===== config.mk =====
export PLATFORM = sky130hd
export DESIGN_NAME = ir_pulse_distance_encoder_core
export DESIGN_NICKNAME = d
export VERILOG_FILES = /design/src/sv/irpde_pkg.sv /design/src/sv/irpde_cfg_regs.sv /design/src/sv/ir_pulse_distance_encoder_core.sv
export SDC_FILE = /design/constraint.sdc
export NUM_CORES = 1
export LEC_CHECK = 0
export ABC_AREA = 1
export BUFFER_PORTS_ARGS = -buffer_cell sky130_fd_sc_hd__buf_2
export CORE_ASPECT_RATIO = 1.2
export CORE_MARGIN = 8
export CORE_UTILIZATION = 35
export DETAILED_ROUTE_END_ITERATION = 12
export MAX_ROUTING_LAYER = met4
export PLACE_DENSITY = 0.5
export SYNTH_ARGS = -nofsm -noshare
export SYNTH_HDL_FRONTEND = slang
export SYNTH_HIERARCHICAL = 1
export SYNTH_SLANG_ARGS = --single-unit

===== constraint.sdc =====
create_clock -name clk -period 3.3 [get_ports clk]
set_input_delay 0.165 -clock clk [delete_from_list [all_inputs] [get_ports clk]]
set_output_delay 0.165 -clock clk [all_outputs]
set_load 0.01 [all_outputs]

===== src/sv/irpde_pkg.sv =====
`timescale 1ns / 1ps

package irpde_pkg;

  // Default width of every duration register and result duration
  localparam int DURATION_BITS_DEF = 20;

  // Duration register file
  localparam int NUM_REGS  = 7;
  localparam int REG_IDX_W = 3;

  typedef enum logic [REG_IDX_W-1:0] {
    REG_HDR_MARK   = 3'd0,
    REG_HDR_SPACE  = 3'd1,
    REG_BIT_MARK   = 3'd2,
    REG_ONE_SPACE  = 3'd3,
    REG_ZERO_SPACE = 3'd4,
    REG_END_MARK   = 3'd5,
    REG_END_SPACE  = 3'd6
  } reg_idx_t;

  // Emission step within one byte's run; even steps are marks, odd are spaces
  localparam int STEP_W = 5;
  typedef logic [STEP_W-1:0] step_t;

  localparam step_t STEP_HDR_MARK  = 5'd0;
  localparam step_t STEP_HDR_SPACE = 5'd1;
  localparam step_t STEP_FIRST_BIT = 5'd2;
  localparam step_t STEP_LAST_BIT  = 5'd17;
  localparam step_t STEP_END_MARK  = 5'd18;
  localparam step_t STEP_END_SPACE = 5'd19;

endpackage


===== src/sv/irpde_cfg_regs.sv =====
`timescale 1ns / 1ps

module irpde_cfg_regs #(
  parameter int DURATION_BITS = irpde_pkg::DURATION_BITS_DEF
) (
  input  logic                                               clk,
  input  logic                                               rst_n,
  input  logic                                               cfg_we,
  input  logic [irpde_pkg::REG_IDX_W-1:0]                    cfg_index,
  input  logic [DURATION_BITS-1:0]                           cfg_data,
  output logic [irpde_pkg::NUM_REGS-1:0][DURATION_BITS-1:0]  regs
);
  import irpde_pkg::*;

  logic [NUM_REGS-1:0][DURATION_BITS-1:0] regs_r;

  // Write the addressed duration; drop writes past the last register
  always_ff @(posedge clk) begin
    if (!rst_n) begin
      regs_r <= '0;
    end else if (cfg_we && (cfg_index <= REG_END_SPACE)) begin
      regs_r[cfg_index] <= cfg_data;
    end
  end

  assign regs = regs_r;

endmodule


===== src/sv/ir_pulse_distance_encoder_core.sv =====
`timescale 1ns / 1ps

// Pulse-distance IR encoder. Each accepted word (one frame byte with start and
// end flags) produces a run of 16 durations, plus 2 for a header when
// frame_start is set and 2 for a trailer when frame_end is set. A step counter
// walks the run and the single output register releases one duration per
// cycle unless out_stall holds it. The next byte is taken in the cycle that
// emits the current byte's final duration, so runs follow without gaps.
// Durations are read live from the configuration registers, which the user
// must write through cfg_we/cfg_index/cfg_data only while the block is idle;
// the block does not enforce this. Writes to an index above six are ignored.
// The duration registers, busy flag and output valid reset to zero.
module ir_pulse_distance_encoder_core #(
  parameter int DURATION_BITS = irpde_pkg::DURATION_BITS_DEF
) (
  input  logic                              clk,
  input  logic                              rst_n,
  input  logic                              cfg_we,
  input  logic [irpde_pkg::REG_IDX_W-1:0]   cfg_index,
  input  logic [DURATION_BITS-1:0]          cfg_data,
  input  logic                              in_valid,
  output logic                              in_stall,
  input  logic [7:0]                        in_data_byte,
  input  logic                              in_frame_start,
  input  logic                              in_frame_end,
  output logic                              out_valid,
  input  logic                              out_stall,
  output logic [DURATION_BITS-1:0]          out_duration,
  output logic                              out_is_mark,
  output logic                              out_last_of_run
);
  import irpde_pkg::*;

  logic [NUM_REGS-1:0][DURATION_BITS-1:0] regs;

  irpde_cfg_regs #(
    .DURATION_BITS (DURATION_BITS)
  ) u_cfg_regs (
    .clk       (clk),
    .rst_n     (rst_n),
    .cfg_we    (cfg_we),
    .cfg_index (cfg_index),
    .cfg_data  (cfg_data),
    .regs      (regs)
  );

  logic        busy_r, busy_nxt;
  logic [7:0]  byte_r, byte_nxt;
  logic        end_r, end_nxt;
  step_t       step_r, step_nxt;

  logic                     out_valid_r, out_valid_nxt;
  logic [DURATION_BITS-1:0] out_duration_r, out_duration_nxt;
  logic                     out_is_mark_r, out_is_mark_nxt;
  logic                     out_last_r, out_last_nxt;

  logic                     out_adv;
  logic                     emit;
  logic                     last_step;
  logic                     in_acc;
  step_t                    bit_ofs;
  logic [2:0]               bit_idx;
  logic [DURATION_BITS-1:0] dur_sel;

  // Handshake: output register frees up, current run ends, next word enters
  assign out_adv   = !out_valid_r || !out_stall;
  assign emit      = busy_r && out_adv;
  assign last_step = (step_r == (end_r ? STEP_END_SPACE : STEP_LAST_BIT));
  assign in_stall  = busy_r && !(out_adv && last_step);
  assign in_acc    = in_valid && !in_stall;

  // Pick the duration for the current step
  assign bit_ofs = step_r - STEP_FIRST_BIT;
  assign bit_idx = bit_ofs[3:1];

  always_comb begin
    case (step_r)
      STEP_HDR_MARK:  dur_sel = regs[REG_HDR_MARK];
      STEP_HDR_SPACE: dur_sel = regs[REG_HDR_SPACE];
      STEP_END_MARK:  dur_sel = regs[REG_END_MARK];
      STEP_END_SPACE: dur_sel = regs[REG_END_SPACE];
      default: begin
        if (!step_r[0]) begin
          dur_sel = regs[REG_BIT_MARK];
        end else if (byte_r[bit_idx]) begin
          dur_sel = regs[REG_ONE_SPACE];
        end else begin
          dur_sel = regs[REG_ZERO_SPACE];
        end
      end
    endcase
  end

  // Load a new word, advance the step, or go idle after the final step
  always_comb begin
    busy_nxt = busy_r;
    byte_nxt = byte_r;
    end_nxt  = end_r;
    step_nxt = step_r;
    if (in_acc) begin
      busy_nxt = 1'b1;
      byte_nxt = in_data_byte;
      end_nxt  = in_frame_end;
      step_nxt = in_frame_start ? STEP_HDR_MARK : STEP_FIRST_BIT;
    end else if (emit && last_step) begin
      busy_nxt = 1'b0;
    end else if (emit) begin
      step_nxt = step_r + step_t'(1);
    end
  end

  // Fill the output register on emit, drop it once taken
  always_comb begin
    out_valid_nxt    = out_valid_r;
    out_duration_nxt = out_duration_r;
    out_is_mark_nxt  = out_is_mark_r;
    out_last_nxt     = out_last_r;
    if (emit) begin
      out_valid_nxt    = 1'b1;
      out_duration_nxt = dur_sel;
      out_is_mark_nxt  = !step_r[0];
      out_last_nxt     = last_step;
    end else if (out_adv) begin
      out_valid_nxt = 1'b0;
    end
  end

  always_ff @(posedge clk) begin
    if (!rst_n) begin
      busy_r      <= 1'b0;
      out_valid_r <= 1'b0;
    end else begin
      busy_r      <= busy_nxt;
      out_valid_r <= out_valid_nxt;
    end
  end

  always_ff @(posedge clk) begin
    byte_r         <= byte_nxt;
    end_r          <= end_nxt;
    step_r         <= step_nxt;
    out_duration_r <= out_duration_nxt;
    out_is_mark_r  <= out_is_mark_nxt;
    out_last_r     <= out_last_nxt;
  end

  assign out_valid       = out_valid_r;
  assign out_duration    = out_duration_r;
  assign out_is_mark     = out_is_mark_r;
  assign out_last_of_run = out_last_r;

endmodule


After elaboration in Yosys (flattened, before gate mapping)
Cells that the tools add are included.
- reductions and logical operators: 18
- muxes and demuxes: 17
- equal/unequal tests: 5
- add/sub/neg operators: 2
- magnitude comparators: 4
- operators with widths (operator ; count):
    bitwise mux 140 bit ; 1
    one-hot mux 20 bit (4 select lines) ; 1
    demux 20 bit (select 3 bit) ; 1
    two-way mux 20 bit ; 3
    two-way mux 5 bit ; 3
    equality test 5 bit, second input constant ; 2
    less-than comparator 3 x 4 -> 1 bit, second input constant ; 2
    logical AND 1 bit ; 7
    nonzero test 2 bit ; 3
    adder 5 x 1 -> 5 bit, second input constant ; 1
    equality test 5 x 1 -> 1 bit, second input constant ; 1
    equality test 5 bit ; 1
    zero test 1 bit ; 5
    zero test 5 bit ; 1
    two-way mux 1 bit ; 5
    two-way mux 2 bit ; 2
    subtractor 4 x 2 -> 4 bit, second input constant ; 1
    binary-select mux 1 bit (select 3 bit) ; 1
    >= comparator 3 x 1 -> 1 bit, second input constant ; 1
    less-or-equal comparator 3 bit, second input constant ; 1
    != test 2 bit, second input constant ; 1
    AND reduction 2 bit ; 1
    logical OR 1 bit ; 1
- flip-flop bits (word level): 178
- output and inout bits: 24
- logic and storage cells: 61

Depth between registers and ports, before layout
Gate-level depths: netlist of run 1.
- word-level depth: 9
- depth in mapped cells: 12
- depth with buffers taken out: 11

Hierarchy
The synthesis of run 1 kept the hierarchy.
- by module, submodules not included (module ; instances ; cells each ; area each (um^2)):
    irpde_cfg_regs ; 1 ; 801 ; 5527.8
    ir_pulse_distance_encoder_core ; 1 ; 392 ; 2732.6

Worst setup path after synthesis of run 1
OpenSTA, ideal clock, no wires.
- path type: reg-to-reg
- start point: register step_r[0]
- end point: register out_duration_r[0], in the netlist out_duration[0] (data pin)
- cell stages (with the launch flop): 12
- required time: 3.043 ns
- path buffers: 2
- path slack: 1.333 ns
- setup time: 0.257 ns
- data arrival time: 1.709 ns
- period minus slack after synthesis: 1.967 ns
- cell sequence: edfxtp_1 -> inv_1 -> clkbuf_1 -> ha_1 -> nand3_1 -> nor2_1 -> nor2_1 -> nand2_2 -> inv_2 -> buf_4 -> nor2_1 -> a21oi_1
- cells in the longest elaborated chain, start to end: 6
- elaborated cells on any way between the ends: 10
- those cells by class: add/sub: 1; eq/ne: 3; mux: 5; reduce/logical: 1
- ends and longest elaborated chain (item ; RTL line ; RTL):
    from (decl) ; ir_pulse_distance_encoder_core.sv:50 ; step_t step_r, step_nxt;
    from (signal assigned) ; ir_pulse_distance_encoder_core.sv:141 ; step_r <= step_nxt;
    subtractor 4 x 2 -> 4 bit ; ir_pulse_distance_encoder_core.sv:73 ; assign bit_ofs = step_r - STEP_FIRST_BIT;
    binary-select mux 1 bit (select 3 bit) ; ir_pulse_distance_encoder_core.sv:85 ; end else if (byte_r[bit_idx]) begin
    two-way mux 1 bit (implied by the code) ; ir_pulse_distance_encoder_core.sv:85 ;
    two-way mux 20 bit ; ir_pulse_distance_encoder_core.sv:85 ;
    two-way mux 20 bit ; ir_pulse_distance_encoder_core.sv:83 ; if (!step_r[0]) begin
    one-hot mux 20 bit (4 select lines) * ; ir_pulse_distance_encoder_core.sv:77 ; case (step_r)
    net dur_sel[0] ; ir_pulse_distance_encoder_core.sv:63 ; logic [DURATION_BITS-1:0] dur_sel;
    to (signal assigned) ; ir_pulse_distance_encoder_core.sv:142 ; out_duration_r <= out_duration_nxt;
    to (decl) ; ir_pulse_distance_encoder_core.sv:53 ; logic [DURATION_BITS-1:0] out_duration_r, out_duration_nxt;
Mark *: on every way through the listed nets, which the timed path passes. The rest lies on a longest branch. The select of a mux whose other input is x is not followed.
A chain may end at the register's enable or synchronous reset.

Worst setup path after layout of run 1
- start point: register step_r[1]
- end point: register out_duration_r[6], in the netlist out_duration[6] (data pin)
The elaborated chain is that of the path after synthesis.

==> results of run 1 <==
[power by group]
part / leakage [nW] / switching (mW) / internal [mW] / total [mW]
sequential: 1.50 / 0.0747 / 2.40 / 2.48
clock: 0.256 / 0.851 / 1.11 / 1.96
combinational: 2.18 / 0.783 / 0.388 / 1.17
[per-stage QoR]
step           power (mW)  instances  setup WS (ns)  cell area, µm²
2_1_floorplan        3.36       1193           1.33            8260
3_3_place_gp         3.68       1512          0.827            8770
3_5_place_dp         3.69       1512          0.744            8770
4_1_cts              5.66       1553          0.715            9410
5_1_grt              5.90       1553          0.488            9410
6_report             5.61       1553          0.729            9410
[worst paths after layout]
kind | start | end | slack, ns
min reg2reg | u_cfg_regs/regs[72] | u_cfg_regs/regs[72] | 0.48
max reg2reg | step_r[1] | out_duration[6] | 0.73
min | out_stall | out_valid | 0.03
max | step_r[1] | out_duration[6] | 0.73
[timing repair]
item	CTS	global route
hold buffers	9	0
endpoints found under the hold margin	9	0
resized for setup	0	0
[routing by layer]
metal,routed length [µm],vias to the layer above,global-route usage
li1,-,3822,-
met1,12000,3420,0.243
met2,11500,189,0.279
met3,1210,14,0.0319
met4,255,0,0.0466
met5,0,-,-
[final cells by class]
cell class	instances	area [µm²]	share of cell area
tap	315	394	0.0419
clock buffer	21	440	0.0468
clock inverter	11	114	0.0121
inverter	80	300	0.0319
timing repair buffer	93	583	0.0620
multi-input combinational	855	3650	0.388
sequential	178	3920	0.417
[synthesized netlist by cell type, types with 2 or more instances]
cell type,n
nor2_1,321
nand2_1,265
nand3_1,190
dfxtp_1,142
inv_1,73
buf_2,69
a21oi_1,42
edfxtp_1,36
nand4_1,20
inv_2,7
clkbuf_1,6
ha_1,6
buf_1,3
nand2_2,3
buf_4,2
xor2_1,2
[logic make-up (layout without fill, tap and decap cells)]
family | count (synthesis) | count (layout)
AOI/OAI and AO/OA | 44 | 44
xor gates and xnor gates | 3 | 3
adders and majority gates | 6 | 6
buffers and inverters | 160 | 205
DFF | 178 | 178
and+or+nand+nor | 802 | 802
[state kept, by name, summed over array words and instances (netlist names)]
signal / cells
busy_r: 1
byte_r: 8
end_r: 1
out_duration: 20
out_is_mark: 1
out_last_of_run: 1
out_valid: 1
step_r: 5
u_cfg_regs/regs: 140
[critical path: cells and delay by family (launching register included)]
family	cells	cell delay (ns)
AOI/OAI and AO/OA	1	0.16
adders and majority gates	1	0.35
buffers and inverters	3	0.46
DFF	1	0.51
and+or+nand+nor	5	0.92
==> results.py, run 1 <==
metrics = {
    "route": {
        "finalWirelength_um": 24900,
        "postRouteAntennaNets": 0,
        "dr.pass1.iters": 8,
        "remaining_drc_errors": 0,
        "wl_per_cell_um": 16.1,
        "dr_total_vias": 7445,
        "dr.first_iter.drc_count": 554,
        "vias_per_cell": 4.79,
    },
    "synthesis": {
        "postSynthAreaPerCell_um2": 6.92,
        "ys_ff_latch": 178,
        "synth_xor_area_frac": 0.00318,
        "async_flop_share": 0,
        "synth_ff_type": "dfxtp_1",
        "synth_top_family_by_area": "simple AND/OR/NAND/NOR gates",
        "synth_area_leaders": "dfxtp_1, nor2_1, edfxtp_1, nand2_1, nand3_1",
        "yosysUniqueCellTypes": 22,
        "yosysTopAreaCell": "dfxtp_1",
        "synth-edff-count": 36,
        "synth-simple-area-share": 0.402,
        "synth-adder-area-share": 0.00909,
        "syn_nets": 1237,
        "synth_warnings": 6,
        "synth_compound_area_frac": 0.0267,
        "synth_area_um2": 8260,
        "synthCells": 1193,
        "yosys.area.top_type_share": 0.344,
        "seq_area_frac_synth": 0.475,
        "muxShareOfSynthArea": 0,
    },
    "global_route": {
        "overflow": 0,
        "grt_pass1_wl_um": 39600,
        "grt_pass1_vias": 6921,
        "grt.total_usage": 0.182,
        "antenna_found_initial": 0,
        "grt_max_degree": 83,
    },
    "critical_path": {
        "required_ns": 3.58,
        "crit_top_cell": "nand3_1",
        "critPathMaxFanout": 21,
        "crit_type": "reg -> reg",
        "startpoint_type": "flop",
        "crit_chain": "inv_2, ha_1, inv_1, nand3_1, nand3_1, buf_4, nand2_1, nand2_1, nand3_1, a21oi_1",
        "slowest_stage": "edfxtp_1",
        "endpoint_kind": "flop",
        "r2r_cells": 10,
        "cp_slowest_stage_delay_ns": 0.51,
        "crit_arrival_ns": 2.85,
    },
    "worst_hold_path": {
        "hold_class": "in -> reg",
        "whs_path_depth": 3,
    },
    "floorplanning": {
        "std_cell_rows": 61,
        "die_height_um": 184,
        "core_area_um2": 23200,
        "initial_core_util": 0.356,
        "io_pins": 62,
        "die_area_um2": 28800,
        "die_w_um": 156,
    },
    "sta": {
        "fin_crit_sh": 0.779,
        "fmax_mhz": 389,
        "worst_clock_skew_ns": 0.00683,
        "tightestPinTransition_ns": 0.933,
        "hold_ws_ns": 0.0318,
        "finalSetupViolCount": 0,
        "fin_tns_setup_ns": 0,
        "hold_viol": 0,
        "rsz0062_at_grt": "no",
        "drv_slew": 0,
        "slew_headroom": 0.378,
        "min_period_ns": 2.57,
    },
    "clocking": {
        "h-tree-depth": 4,
        "post_cts_buffers": 0,
        "path_clk_slew_ns": 0.07,
        "cts_sinks": 178,
        "worstSkewPairLatency_ns": 0.43,
        "tritoncts": "yes",
        "cts-root-buf": "clkbuf_16",
        "clk_path_buf_depth": 2,
        "tritoncts.num_buffers": 17,
    },
    "layout": {
        "drive_gt1_frac": 0.101,
        "area_delta_synth_final_pct": 13.9,
        "fillCellCount": 2510,
        "layout_commonest_cell": "nor2_1",
        "num_antenna_cells": 0,
        "final_cell_mix": "nor2_1, nand2_1, nand3_1",
        "finish.utilization": 0.406,
        "fin_nets": 1269,
    },
    "placement": {
        "routabilityCongestion": 0.839,
        "dp_hpwl_um": 15500,
        "io_buffers": 61,
    },
    "flow_run": {
        "maxCapViolCount": 0,
    },
    "run_status": {
        "status": "finished clean",
    },
    "power": {
        "p_leak_nw": 3.94,
        "ir_worst_vdd_mv": 0.259,
        "p_per_area_nw_per_um2": 596,
    },
}
Note: power is estimated with default switching activity, not from simulation.
==> inputs of run 2 (changes only) <==
--- a/config.mk
+++ b/config.mk
@@ -12,7 +12,7 @@
 export CORE_UTILIZATION = 35
 export DETAILED_ROUTE_END_ITERATION = 12
 export MAX_ROUTING_LAYER = met4
-export PLACE_DENSITY = 0.5
+export PLACE_DENSITY = 0.52
 export SYNTH_ARGS = -nofsm -noshare
 export SYNTH_HDL_FRONTEND = slang
 export SYNTH_HIERARCHICAL = 1
==> constraint.sdc (replaced) <==
create_clock -name clk -period 2.3 [get_ports clk]
set_input_delay 0.115 -clock clk [delete_from_list [all_inputs] [get_ports clk]]
set_output_delay 0.115 -clock clk [all_outputs]
set_load 0.01 [all_outputs]
==> run 2 against run 1 <==
Against the previous run:
- sequential power rose by 43%
- non-clock buffer count rose by 14
- setup slack got worse by 0.42 ns
- via count rose by 0.98%
- highest routed layer unchanged
- combinational power rose by 56%
- critical path depth did not move
==> results.py, run 2 (synthesis results as in run 1) <==
metrics = {
    "global_route": {
        "grt_pass1_vias": 7281,
        "grt.total_usage": 0.183,
        "grt_pass1_wl_um": 40200,
        "overflow": 0,
        "grt_max_degree": 89,
        "antenna_found_initial": 0,
    },
    "floorplanning": {
        "die_area_um2": 28800,
        "die_w_um": 156,
        "initial_core_util": 0.356,
        "io_pins": 62,
        "std_cell_rows": 61,
        "die_height_um": 184,
        "core_area_um2": 23200,
    },
    "sta": {
        "hold_viol": 0,
        "min_period_ns": 1.99,
        "finalSetupViolCount": 0,
        "rsz0062_at_grt": "no",
        "fin_tns_setup_ns": 0,
        "fin_crit_sh": 0.867,
        "fmax_mhz": 501,
        "worst_clock_skew_ns": 0.0134,
        "tightestPinTransition_ns": 0.738,
        "drv_slew": 0,
        "slew_headroom": 0.503,
        "worst_slack_ns": 0.306,
        "hold_ws_ns": 0.133,
    },
    "placement": {
        "dp_hpwl_um": 15200,
        "routabilityCongestion": 0.811,
        "io_buffers": 61,
        "place_inst": 1521,
        "place_area_um2": 8910,
        "pre_cts_slack_ns": 0.313,
    },
    "flow_run": {
        "maxCapViolCount": 0,
    },
    "critical_path": {
        "crit_arrival_ns": 2.18,
        "critPathMaxFanout": 11,
        "reg2reg_from": "step_r[2]",
        "startpoint": "step_r[2]",
        "endpoint_kind": "flop",
        "required_ns": 2.48,
        "startpoint_type": "flop",
        "crit_type": "reg -> reg",
    },
    "clocking": {
        "cts-root-buf": "clkbuf_16",
        "tritoncts.num_buffers": 17,
        "cts_sinks": 178,
        "tritoncts": "yes",
        "h-tree-depth": 4,
        "worstSkewPairLatency_ns": 0.44,
        "clk_path_buf_depth": 2,
        "post_cts_buffers": 0,
        "path_clk_slew_ns": 0.07,
    },
    "layout": {
        "layout_commonest_cell": "nor2_1",
        "drive_gt1_frac": 0.111,
        "finish.utilization": 0.415,
        "final_cell_mix": "nor2_1, nand2_1, nand3_1",
        "fin_nets": 1283,
        "fillCellCount": 2528,
        "largest_reg_flops": 140,
        "finalNonFillerCells": 1567,
        "area_delta_synth_final_pct": 16.5,
        "final_area_um2": 9620,
        "num_antenna_cells": 0,
    },
    "power": {
        "p_total_mw": 8.26,
        "ir_worst_vdd_mv": 0.391,
        "p_leak_nw": 4.05,
        "p_per_area_nw_per_um2": 858,
    },
    "run_status": {
        "status": "finished clean",
    },
    "route": {
        "dr.pass1.iters": 8,
        "remaining_drc_errors": 0,
        "dr.first_iter.drc_count": 589,
        "finalWirelength_um": 25000,
        "wl_per_cell_um": 15.9,
        "postRouteAntennaNets": 0,
        "dr_total_vias": 7518,
        "vias_per_cell": 4.80,
    },
    "worst_hold_path": {
        "hp-start": "cfg_data[16]",
        "hold_class": "in -> reg",
    },
}
-- run 2: cell types whose count changed in the layout (fill, tap and decap cells not counted), sizes merged --
cell	previous run	this run
dlygate4sd3	9	14
clkinv	5	4
clkbuf	21	20
inv	80	85
bufinv	2	1
clkinvlp	4	2
buf	84	93
-- run 2: area by class of cell --
class | count | area, µm² | share of cell area
multi-input combinational | 855 | 3650 | 0.380
clock inverter | 12 | 118 | 0.0122
clock buffer | 20 | 458 | 0.0476
timing repair buffer | 107 | 776 | 0.0806
sequential | 178 | 3920 | 0.408
tap | 315 | 394 | 0.0410
inverter | 80 | 300 | 0.0312
-- run 2: routing by layer --
| layer | share of wire | wire [µm] | track usage | vias up |
|---|---|---|---|---|
| met4 | 0.014 | 361 | 0.0512 | 0 |
| met2 | 0.45 | 11300 | 0.286 | 184 |
| met5 | 0 | 0 | - | - |
| met1 | 0.48 | 12000 | 0.240 | 3462 |
| met3 | 0.052 | 1290 | 0.0302 | 25 |
| li1 | - | - | - | 3847 |
-- run 2: path summary, 6_finish.rpt --
kind	endpoint	slack (ns)	depth (start not counted)
hold / removal	u_cfg_regs/regs[36]	0.13	5
setup / recovery	out_duration[16]	0.31	10
hold reg to reg	u_cfg_regs/regs[74]	0.48	2
setup reg to reg	out_duration[16]	0.31	10
-- run 2: critical path, cell delays in order, from the launching register on --
cell and delay [ns]:
edfxtp_1 0.42, inv_2 0.08, ha_1 0.32, inv_1 0.07, nand3_1 0.08, nand3_1 0.20, nand2_1 0.16, buf_4 0.21
nand2_1 0.07, nand3_1 0.06, a21oi_1 0.07
-- run 2: power by group --
part / switching [mW] / leakage [nW] / internal (mW)
registers: 0.100 / 1.50 / 3.45
logic: 1.18 / 2.27 / 0.653
clock network: 1.31 / 0.277 / 1.58
total: 2.58 / 4.05 / 5.68
-- run 2: timing repair --
item | 4_1_cts | 5_1_grt
hold buffers | 14 | 0
endpoints found under the hold margin | 14 | 0
resized for setup | 0 | 0
==> inputs of run 3 (changes only) <==
--- a/config.mk
+++ b/config.mk
@@ -12,7 +12,7 @@
 export CORE_UTILIZATION = 35
 export DETAILED_ROUTE_END_ITERATION = 12
 export MAX_ROUTING_LAYER = met4
-export PLACE_DENSITY = 0.52
+export PLACE_DENSITY = 0.5
 export SYNTH_ARGS = -nofsm -noshare
 export SYNTH_HDL_FRONTEND = slang
 export SYNTH_HIERARCHICAL = 1
==> constraint.sdc (replaced) <==
create_clock -name clk -period 2.14 [get_ports clk]
set_input_delay 0.107 -clock clk [delete_from_list [all_inputs] [get_ports clk]]
set_output_delay 0.107 -clock clk [all_outputs]
set_load 0.01 [all_outputs]
==> run 3 against run 2 <==
Against the previous run:
- sequential power grew 7.6%
- final cell count is 0.13% higher
- register-to-register slack worse by 0.14 ns
- global-route usage is 0.27 points higher
- largest power group unchanged
==> results.py, run 3 (synthesis results as in run 1) <==
metrics = {
    "layout": {
        "area_delta_synth_final_pct": 17.1,
        "final_cell_mix": "nor2_1, nand2_1, nand3_1",
        "num_antenna_cells": 0,
        "finalNonFillerCells": 1569,
        "multi_input_area_um2": 3660,
        "fillCellCount": 2519,
        "layout_commonest_cell": "nor2_1",
        "fin_nets": 1285,
        "largest_reg_flops": 140,
        "seqCellArea_um2": 3920,
        "drive_gt1_frac": 0.115,
    },
    "power": {
        "p_total_mw": 9.06,
        "internal-power_mw": 6.25,
        "seqPwrFrac": 0.422,
        "clkPwrFrac": 0.356,
        "p_leak_nw": 4.09,
        "p_per_area_nw_per_um2": 937,
        "p_comb_frac": 0.222,
        "ir_worst_vdd_mv": 0.381,
        "switching_share": 0.310,
        "p_sw_mw": 2.81,
    },
    "clocking": {
        "tritoncts.num_buffers": 17,
        "post_cts_buffers": 0,
        "worstSkewPairLatency_ns": 0.44,
        "h-tree-depth": 4,
        "cts_sinks": 178,
        "path_clk_slew_ns": 0.07,
        "clk_path_buf_depth": 2,
        "cts-root-buf": "clkbuf_16",
        "tritoncts": "yes",
    },
    "placement": {
        "dp_hpwl_um": 16000,
        "io_buffers": 61,
        "pre_cts_slack_ns": 0.0206,
        "routabilityCongestion": 0.812,
        "place_inst": 1525,
    },
    "sta": {
        "drv_slew": 0,
        "worst_clock_skew_ns": 0.0101,
        "worst_slack_ns": 0.169,
        "tightestPinTransition_ns": 0.758,
        "hold_ws_ns": 0.109,
        "fin_crit_sh": 0.921,
        "hold_viol": 0,
        "fin_tns_setup_ns": 0,
        "slew_headroom": 0.490,
        "rsz0062_at_grt": "no",
        "fmax_mhz": 507,
        "finalSetupViolCount": 0,
        "min_period_ns": 1.97,
    },
    "route": {
        "postRouteAntennaNets": 0,
        "wl_per_cell_um": 16.2,
        "dr_total_vias": 7505,
        "remaining_drc_errors": 0,
        "finalWirelength_um": 25400,
        "vias_per_cell": 4.78,
        "dr.first_iter.drc_count": 560,
        "dr.pass1.iters": 7,
    },
    "critical_path": {
        "r2r_cells": 9,
        "reg2reg_from": "step_r[0]",
        "required_ns": 2.33,
        "worst_r2r_endpoint": "out_duration[16]",
        "crit_type": "reg -> reg",
        "r2r_slack_ns": 0.17,
        "endpoint_kind": "flop",
        "startpoint_type": "flop",
        "critPathMaxFanout": 20,
        "crit_arrival_ns": 2.16,
    },
    "floorplanning": {
        "initial_core_util": 0.356,
        "die_height_um": 184,
        "core_area_um2": 23200,
        "std_cell_rows": 61,
        "die_area_um2": 28800,
        "die_w_um": 156,
        "io_pins": 62,
    },
    "worst_hold_path": {
        "whs_path_depth": 5,
        "hold_class": "in -> reg",
        "hp-start": "cfg_data[0]",
        "whs_endpoint": "u_cfg_regs/regs[120]",
    },
    "global_route": {
        "antenna_found_initial": 0,
        "grt_pass1_vias": 7044,
        "grt_max_degree": 81,
        "grt.total_usage": 0.186,
        "grt_pass1_wl_um": 40200,
        "overflow": 0,
    },
    "run_status": {
        "status": "finished clean",
    },
    "flow_run": {
        "maxCapViolCount": 0,
    },
}
[run 3: how the worst max path moves through the flow]
| stage | from | to | slack (ns) | cells after the start |
|---|---|---|---|---|
| after detailed placement | step_r[1] | out_duration[1] | 0.02 | 9 |
| after floorplan | step_r[0] | out_duration[0] | 0.17 | 11 |
| after global placement | step_r[1] | out_duration[10] | 0.11 | 9 |
| final | step_r[0] | out_duration[16] | 0.17 | 9 |
| after CTS | step_r[1] | out_duration[1] | 0.07 | 9 |
| after global routing | step_r[0] | out_duration[12] | 0.008 | 9 |
[run 3: area by class of cell]
| cell class | instances | area share |
|---|---|---|
| multi-input combinational | 855 | 0.378 |
| timing repair buffer | 109 | 0.0816 |
| tap | 315 | 0.0408 |
| clock inverter | 13 | 0.0151 |
| sequential | 178 | 0.406 |
| clock buffer | 19 | 0.0470 |
| inverter | 80 | 0.0313 |
[run 3: repair_timing]
item,CTS,global route
hold buffers,12,0
endpoints found under the hold margin,12,0
gates resized for setup,1,2
setup endpoints to repair,2,20
[run 3: stage by stage]
stage / instance area [µm²] / utilization
2_1_floorplan: 8260 / -
3_3_place_gp: 8940 / 0.385
3_5_place_dp: 8940 / 0.385
4_1_cts: 9660 / 0.416
5_1_grt: 9670 / 0.417
6_report: 9670 / 0.417
[run 3: critical path: stages, from the launching register on]
cell and delay, ns:
edfxtp_1 0.50, inv_1 0.17, ha_1 0.16, inv_1 0.04, nor2_1 0.20, nor2_1 0.12
nand2_4 0.18, inv_4 0.13, nor2_1 0.15, a21oi_1 0.05
[run 3: power by group through the flow]
stage / combinational, mW / clock (mW) / sequential (mW)
after CTS: 2.03 / 3.29 / 3.82
after global placement: 1.98 / 0 / 3.90
after global routing: 2.26 / 3.44 / 3.84
after floorplan: 1.27 / 0 / 3.91
final: 2.01 / 3.23 / 3.82
after detailed placement: 2.01 / 0 / 3.90
[run 3: layer usage]
metal	GRT usage	share of wire	vias to the layer above
met5	-	0	-
met4	0.0543	0.012	0
met3	0.0284	0.040	20
met2	0.290	0.46	165
met1	0.245	0.48	3469
li1	-	-	3851
